==> config.mk <==
export PLATFORM = sky130hd
export DESIGN_NAME = tlptm_ctrl
export DESIGN_NICKNAME = d
export VERILOG_FILES = /design/src/hw/rtl/tlptm_pkg.sv /design/src/hw/rtl/tlptm_ctrl.sv
export SDC_FILE = /design/constraint.sdc
export NUM_CORES = 1
export LEC_CHECK = 0
export ABC_AREA = 1
export BUFFER_PORTS_ARGS = -buffer_cell sky130_fd_sc_hd__buf_2
export CORE_MARGIN = 8
export CORE_UTILIZATION = 36
export DETAILED_ROUTE_END_ITERATION = 16
export PLACE_DENSITY = 0.75
export REMOVE_ABC_BUFFERS = 1
export SETUP_SLACK_MARGIN = 0.05
export SKIP_LAST_GASP = 1
export SLEW_MARGIN = 20
export SYNTH_ARGS = -nofsm -noshare
export SYNTH_HDL_FRONTEND = slang
export SYNTH_SLANG_ARGS = --single-unit
==> constraint.sdc <==
create_clock -name clk_i -period 1.3 [get_ports clk_i]
set_clock_uncertainty 0.2 [all_clocks]
set_input_delay 0.13 -clock clk_i [delete_from_list [all_inputs] [get_ports clk_i]]
set_output_delay 0.13 -clock clk_i [all_outputs]
set_load 0.005 [all_outputs]
==> src/hw/rtl/tlptm_pkg.sv <==
// shared constants, codes and controller/datapath interface types of the page table manager
package tlptm_pkg;

  localparam int unsigned TABLE_PAGES       = 16;
  localparam int unsigned ENTRIES_PER_TABLE = 512;
  localparam int unsigned MAX_RUN           = 64;
  localparam int unsigned VA_PAGE_LIMIT     = 67108864;

  localparam int unsigned ACTION_W = 2;
  localparam int unsigned VPN_W    = 27;
  localparam int unsigned PPN_W    = 44;
  localparam int unsigned PERMS_W  = 8;
  localparam int unsigned COUNT_W  = 7;
  localparam int unsigned STATUS_W = 3;
  localparam int unsigned ENTRY_W  = 54;

  localparam int unsigned IDX_W       = $clog2(ENTRIES_PER_TABLE);
  localparam int unsigned PAGE_W      = (TABLE_PAGES > 1) ? $clog2(TABLE_PAGES) : 1;
  localparam int unsigned NFREE_W     = $clog2(TABLE_PAGES + 1);
  localparam int unsigned ADDR_W      = PAGE_W + IDX_W;
  localparam int unsigned STORE_DEPTH = TABLE_PAGES * ENTRIES_PER_TABLE;
  localparam int unsigned RUN_W       = $clog2(MAX_RUN + 1);
  localparam int unsigned RANGE_W     = VPN_W + 1;
  localparam int unsigned LEVEL_W     = 2;
  localparam int unsigned PPN_LSB     = 10;

  localparam logic [LEVEL_W-1:0] TOP_LEVEL = 2'd2;
  localparam logic [PERMS_W-1:0] FLAG_V    = 8'h01;

  typedef enum logic [ACTION_W-1:0] {
    ACT_MAP    = 2'd0,
    ACT_UNMAP  = 2'd1,
    ACT_LOOKUP = 2'd2,
    ACT_BAD    = 2'd3
  } action_e;

  typedef enum logic [STATUS_W-1:0] {
    ST_OK       = 3'd0,
    ST_REMAP    = 3'd1,
    ST_NOSPACE  = 3'd2,
    ST_RANGE    = 3'd3,
    ST_UNMAPPED = 3'd4
  } status_e;

  typedef enum logic [1:0] {
    ENT_ZERO = 2'd0,
    ENT_READ = 2'd1,
    ENT_LEAF = 2'd2
  } ent_sel_e;

  // commands from the controller
  typedef struct packed {
    logic     load;
    logic     walk_start;
    logic     mem_rd;
    logic     descend;
    logic     alloc;
    logic     clr_wr;
    logic     leaf_wr;
    logic     leaf_clr;
    logic     next_page;
    logic     res_load;
    status_e  res_status;
    ent_sel_e res_ent;
    logic     res_freed;
    logic     res_last;
  } ctrl_cmd_t;

  // status back to the controller
  typedef struct packed {
    action_e action;
    logic    range_bad;
    logic    level_zero;
    logic    ent_valid;
    logic    ptr_bad;
    logic    space_full;
    logic    clr_done;
    logic    is_last;
    logic    release_pages;
    logic    res_last;
  } dp_stat_t;

endpackage

==> src/hw/rtl/tlptm_ctrl.sv <==
// controller state machine of the page table manager
module tlptm_ctrl (
  input  logic                  clk_i,
  input  logic                  rst_ni,
  input  logic                  in_valid_i,
  output logic                  in_stall_o,
  output logic                  out_valid_o,
  input  logic                  out_stall_i,
  output tlptm_pkg::ctrl_cmd_t  cmd_o,
  input  tlptm_pkg::dp_stat_t   stat_i
);
  import tlptm_pkg::*;

  typedef enum logic [2:0] {
    S_CLEAR,
    S_IDLE,
    S_DECODE,
    S_RD,
    S_EVAL,
    S_ALLOC_CLR,
    S_OUT
  } state_e;

  state_e state_q, state_d;
  logic   is_map;
  logic   fail_last;

  assign is_map    = stat_i.action == ACT_MAP;
  // a map run stops at its first error, other runs go on
  assign fail_last = is_map | stat_i.is_last;

  always_comb begin
    state_d = state_q;
    cmd_o   = '0;
    case (state_q)
      S_CLEAR: begin
        // root page sweep after reset
        cmd_o.clr_wr = 1'b1;
        if (stat_i.clr_done) begin
          state_d = S_IDLE;
        end
      end
      S_IDLE: begin
        if (in_valid_i) begin
          cmd_o.load = 1'b1;
          state_d    = S_DECODE;
        end
      end
      S_DECODE: begin
        if (stat_i.action == ACT_BAD || (is_map && stat_i.range_bad)) begin
          cmd_o.res_load   = 1'b1;
          cmd_o.res_status = ST_RANGE;
          cmd_o.res_ent    = ENT_ZERO;
          cmd_o.res_last   = 1'b1;
          state_d          = S_OUT;
        end else begin
          cmd_o.walk_start = 1'b1;
          state_d          = S_RD;
        end
      end
      S_RD: begin
        cmd_o.mem_rd = 1'b1;
        state_d      = S_EVAL;
      end
      S_EVAL: begin
        cmd_o.res_ent = ENT_ZERO;
        if (!stat_i.level_zero) begin
          if (stat_i.ent_valid && !stat_i.ptr_bad) begin
            cmd_o.descend = 1'b1;
            state_d       = S_RD;
          end else if (!stat_i.ent_valid && is_map && !stat_i.space_full) begin
            cmd_o.alloc = 1'b1;
            state_d     = S_ALLOC_CLR;
          end else begin
            cmd_o.res_load   = 1'b1;
            cmd_o.res_status = is_map ? ST_NOSPACE : ST_UNMAPPED;
            cmd_o.res_last   = fail_last;
            state_d          = S_OUT;
          end
        end else begin
          cmd_o.res_load = 1'b1;
          cmd_o.res_last = stat_i.is_last;
          state_d        = S_OUT;
          case (stat_i.action)
            ACT_MAP: begin
              if (stat_i.ent_valid) begin
                cmd_o.res_status = ST_REMAP;
                cmd_o.res_ent    = ENT_READ;
                cmd_o.res_last   = 1'b1;
              end else begin
                cmd_o.leaf_wr    = 1'b1;
                cmd_o.res_status = ST_OK;
                cmd_o.res_ent    = ENT_LEAF;
              end
            end
            ACT_UNMAP: begin
              if (stat_i.ent_valid) begin
                cmd_o.leaf_clr   = 1'b1;
                cmd_o.res_status = ST_OK;
                cmd_o.res_ent    = ENT_READ;
                cmd_o.res_freed  = stat_i.release_pages;
              end else begin
                cmd_o.res_status = ST_UNMAPPED;
              end
            end
            default: begin
              cmd_o.res_last = 1'b1;
              if (stat_i.ent_valid) begin
                cmd_o.res_status = ST_OK;
                cmd_o.res_ent    = ENT_READ;
              end else begin
                cmd_o.res_status = ST_UNMAPPED;
              end
            end
          endcase
        end
      end
      S_ALLOC_CLR: begin
        cmd_o.clr_wr = 1'b1;
        if (stat_i.clr_done) begin
          state_d = S_RD;
        end
      end
      S_OUT: begin
        if (!out_stall_i) begin
          if (stat_i.res_last) begin
            state_d = S_IDLE;
          end else begin
            cmd_o.next_page  = 1'b1;
            cmd_o.walk_start = 1'b1;
            state_d          = S_RD;
          end
        end
      end
      default: begin
        state_d = S_IDLE;
      end
    endcase
  end

  always_ff @(posedge clk_i or negedge rst_ni) begin
    if (!rst_ni) begin
      state_q <= S_CLEAR;
    end else begin
      state_q <= state_d;
    end
  end

  assign in_stall_o  = state_q != S_IDLE;
  assign out_valid_o = state_q == S_OUT;

endmodule
### Word level (Yosys, flattened, before mapping)

Cells that the tools add are included.

* input port bits: 15
* bits in registers: 3
* output and inout bits: 19
* word-level logic and storage cells: 78

* eq/ne operators: 13
* bitwise logic cells: 1
* reduce and logical (&&, ||, !) cells: 12
* muxes and demuxes: 51

Operators by type and width (count)
* $mux 3: 11
* $mux 1: 23
* $pmux 3 s7: 1
* $mux 2: 7
* $mux 4: 3
* $pmux 6 s2: 1
* $pmux 5 s2: 1
* $eq 3x3->1 const B: 3
* $ne 2x2->1 const B: 4
* $eq 3x2->1 const B: 2
* $mux 6: 1
* $pmux 1 s2: 3
* $logic_and 1x1->1: 4
* $reduce_and 4->1: 1
* $eq 3x1->1 const B: 1
* $logic_not 1->1: 3
* $logic_not 3->1: 1
* $ne 3x1->1 const B: 1
* $eq 2x1->1 const B: 1
* $eq 2x2->1 const B: 1
* $logic_not 2->1: 1
* $reduce_or 2->1: 1
* $logic_or 1x1->1: 1
* $or 1x1->1: 1

### Longest topological paths before layout

* word-level depth: 7
* gate-level depth with buffers: 8
* depth with buffers taken out: 8

### Worst setup path after synthesis

OpenSTA, ideal clock, no wires.

* path type: register -> output
* from: register state_q[1]
* to: output cmd_o[0] (netlist name)
* required time: 970 ps
* setup slack: -75 ps
* arrival: 1045 ps
* buffers on the path: 1
* stages on the path, launching flop included: 7
* cell sequence: dfrtp_1 > buf_6 > nor2_4 > nand2_4 > nor2_4 > o21ai_1 > o21ai_1

RTL lines
* start, declared: RTL line tlptm_ctrl.sv:24 `state_e state_q, state_d;`
* start signal, assigned: RTL line tlptm_ctrl.sv:145 `state_q <= state_d;`
* end, declared: RTL line tlptm_ctrl.sv:9 `output tlptm_pkg::ctrl_cmd_t cmd_o,`

==> results.json <==
{
  "grt_overflow": 0,
  "post_drt_wl_per_cell_um": 11.0,
  "holdWs_ps": 25.9,
  "io_pins": 34,
  "async_flop_share_pct": 100,
  "grt_use_total_pct": 12.9,
  "status": "finished, violations left",
  "remaining_drc_errors": 0,
  "antenna_left": 0,
  "final_cells": 159,
  "max_freq_mhz": 595,
  "grt_busiest_layer": "met2",
  "synth.distinct_cells": 21,
  "clkTransAtPathRegs_ps": 30,
  "nNetsFinal": 160,
  "antenna_found_initial": 0,
  "drv_slew": 0,
  "drtIter0Drc": 16,
  "grtUsageMet3_pct": 1.93,
  "first_pass_iters": 4,
  "tightestPinTransition_ps": 295,
  "largest-register": "state_q",
  "wl_um": 1740,
  "crit_arrival_ps": 1350,
  "slew_headroom_pct": 80.3,
  "place_inst": 144,
  "fin_crit_ps": 1680,
  "setup_ws_ps": -381,
  "p_leak_uw": 0.000570,
  "grt_pass1_wl_um": 3010,
  "gp_congestion": 0.757,
  "fin_util_pct": 69.0,
  "seq_area_frac_synth_pct": 14.3,
  "cts_tree": "done",
  "core_area_um2": 1330,
  "portBuffers": 33,
  "place_hpwl_um": 1370,
  "grt_pass1_vias": 812,
  "holdCritPathClass": "input pin to asynchronous set/reset pin",
  "grt_use_met2_pct": 24.6,
  "yosysWarnings": 0,
  "startpoint_type": "flop",
  "htree_num_levels": 1,
  "clock-root-buffer": "clkbuf_4",
  "insertion_delay_ps": 220,
  "place_ws_ps": -190,
  "cp.required_ps": 970,
  "largest_registers": "state_q x3",
  "antenna_cells": 0,
  "ys_seq_elements": 3,
  "clock_path_buffers": 2,
  "worstPathMaxFanout": 6,
  "chipHeight_um": 54.2,
  "hold_violations": 0,
  "numCtsBuffers": 3,
  "via_count": 766,
  "final_common_cell": "buf_2",
  "largest_reg_flops": 3,
  "die_w_um": 54.2,
  "crit_type": "flop to output pin",
  "cts.sinks": 3,
  "crit_path_end_kind": "output pin",
  "via_per_inst": 4.82,
  "drive_gt1_share_pct": 56.3,
  "setup_viol": 22,
  "peakVddDrop_v": 0.000642,
  "row_count": 13,
  "synth_top_flop_cell": "dfrtp_1",
  "syn_inst": 91,
  "cap_violations": 0,
  "final_cell_mix": "buf_2, nand2_1, buf_4",
  "grt_max_degree": 8,
  "syn_avg_cell_area_um2": 5.76,
  "die_area_um2": 2930,
  "synth_area_um2": 524,
  "p_per_area_nw_per_um2": 1700,
  "met1_usage_pct": 13.7,
  "rsz0062_at_grt": "yes",
  "fillers": 118,
  "violations": "negative setup slack",
  "syn_to_final_growth_pct": 75.7,
  "fin_crit_sh_pct": 129,
  "start_util_pct": 39.3,
  "synth_edf_count": 0
}
==> worst paths after layout <==
kind	from	end	slack (ps)	cells after the start
max	state_q[1]	cmd_o[12]	-380	7
min	rst_ni	state_q[1]	30	2
max reg2reg	state_q[1]	state_q[0]	-260	8
min reg2reg	state_q[2]	state_q[2]	430	2
max in group asynchronous	rst_ni	state_q[0]	760	2
min in group clk_i	out_stall_i	state_q[1]	80	4
==> synthesized netlist by cell type, types with 3 or more instances <==
library cell   n  area share, %
o21ai_0        4            3.8
inv_1         14             10
nand3_1        5            4.8
nand2_1       28             20
dfrtp_1        3             14
inv_2          4            2.9
o21ai_1        4            3.8
nor2_1         9            6.4
nor2_4         3            6.4
==> cell type report <==
cell class	count	area, µm²	area share [%]
clock buffer	4	26.3	2.85
multi-input combinational	68	417	45.2
tap	15	18.8	2.04
timing repair buffer	51	310	33.7
sequential	3	78.8	8.56
inverter	18	70.1	7.61
==> stage by stage <==
| stage | power (µW) | area (µm²) | setup TNS [ps] |
|---|---|---|---|
| final | 1560 | 921 | -6160 |
| after global routing | 1740 | 921 | -8120 |
| after CTS | 1470 | 878 | -6210 |
| after detailed placement | 1100 | 738 | -1990 |
| after global placement | 1080 | 738 | -1740 |
| after floorplan | 739 | 502 | -216 |
==> critical path, cell delays in order, from the launching register on <==
cell and delay, ps:
dfrtp_2 440, nor2_4 150, nand2_4 100, buf_4 150, inv_2 50, nand2_1 80
inv_1 60, buf_2 100
==> timing repair <==
action / CTS / global route
pin swaps: 3 / 2
hold endpoints to repair: 3 / 0
hold buffers: 1 / 0
buffers inserted: 6 / 4
gates resized for setup: 17 / 5
endpoints found under the setup margin: 22 / 22
==> report_power, final <==
group	total, µW	switching, µW	leakage (µW)	internal (µW)
registers	253	99.9	0.0000333	153
clock network	154	39.5	0.0000150	114
logic	1160	590	0.000522	566
==> cell families after synthesis <==
group                  count (synthesis)  synth area share (%)
and+or+nand+nor                       58                  59.0
buffers and inverters                 20                  17.2
AOI/OAI and AO/OA                     10                  9.55
DFF                                    3                  14.3
==> layer usage <==
layer	vias to the layer above	part of all wire, %
met1	345	43
met3	0	6.6
li1	388	-
met2	33	51
met4	0	0
met5	-	0
Power figures use the tool's default switching activity.
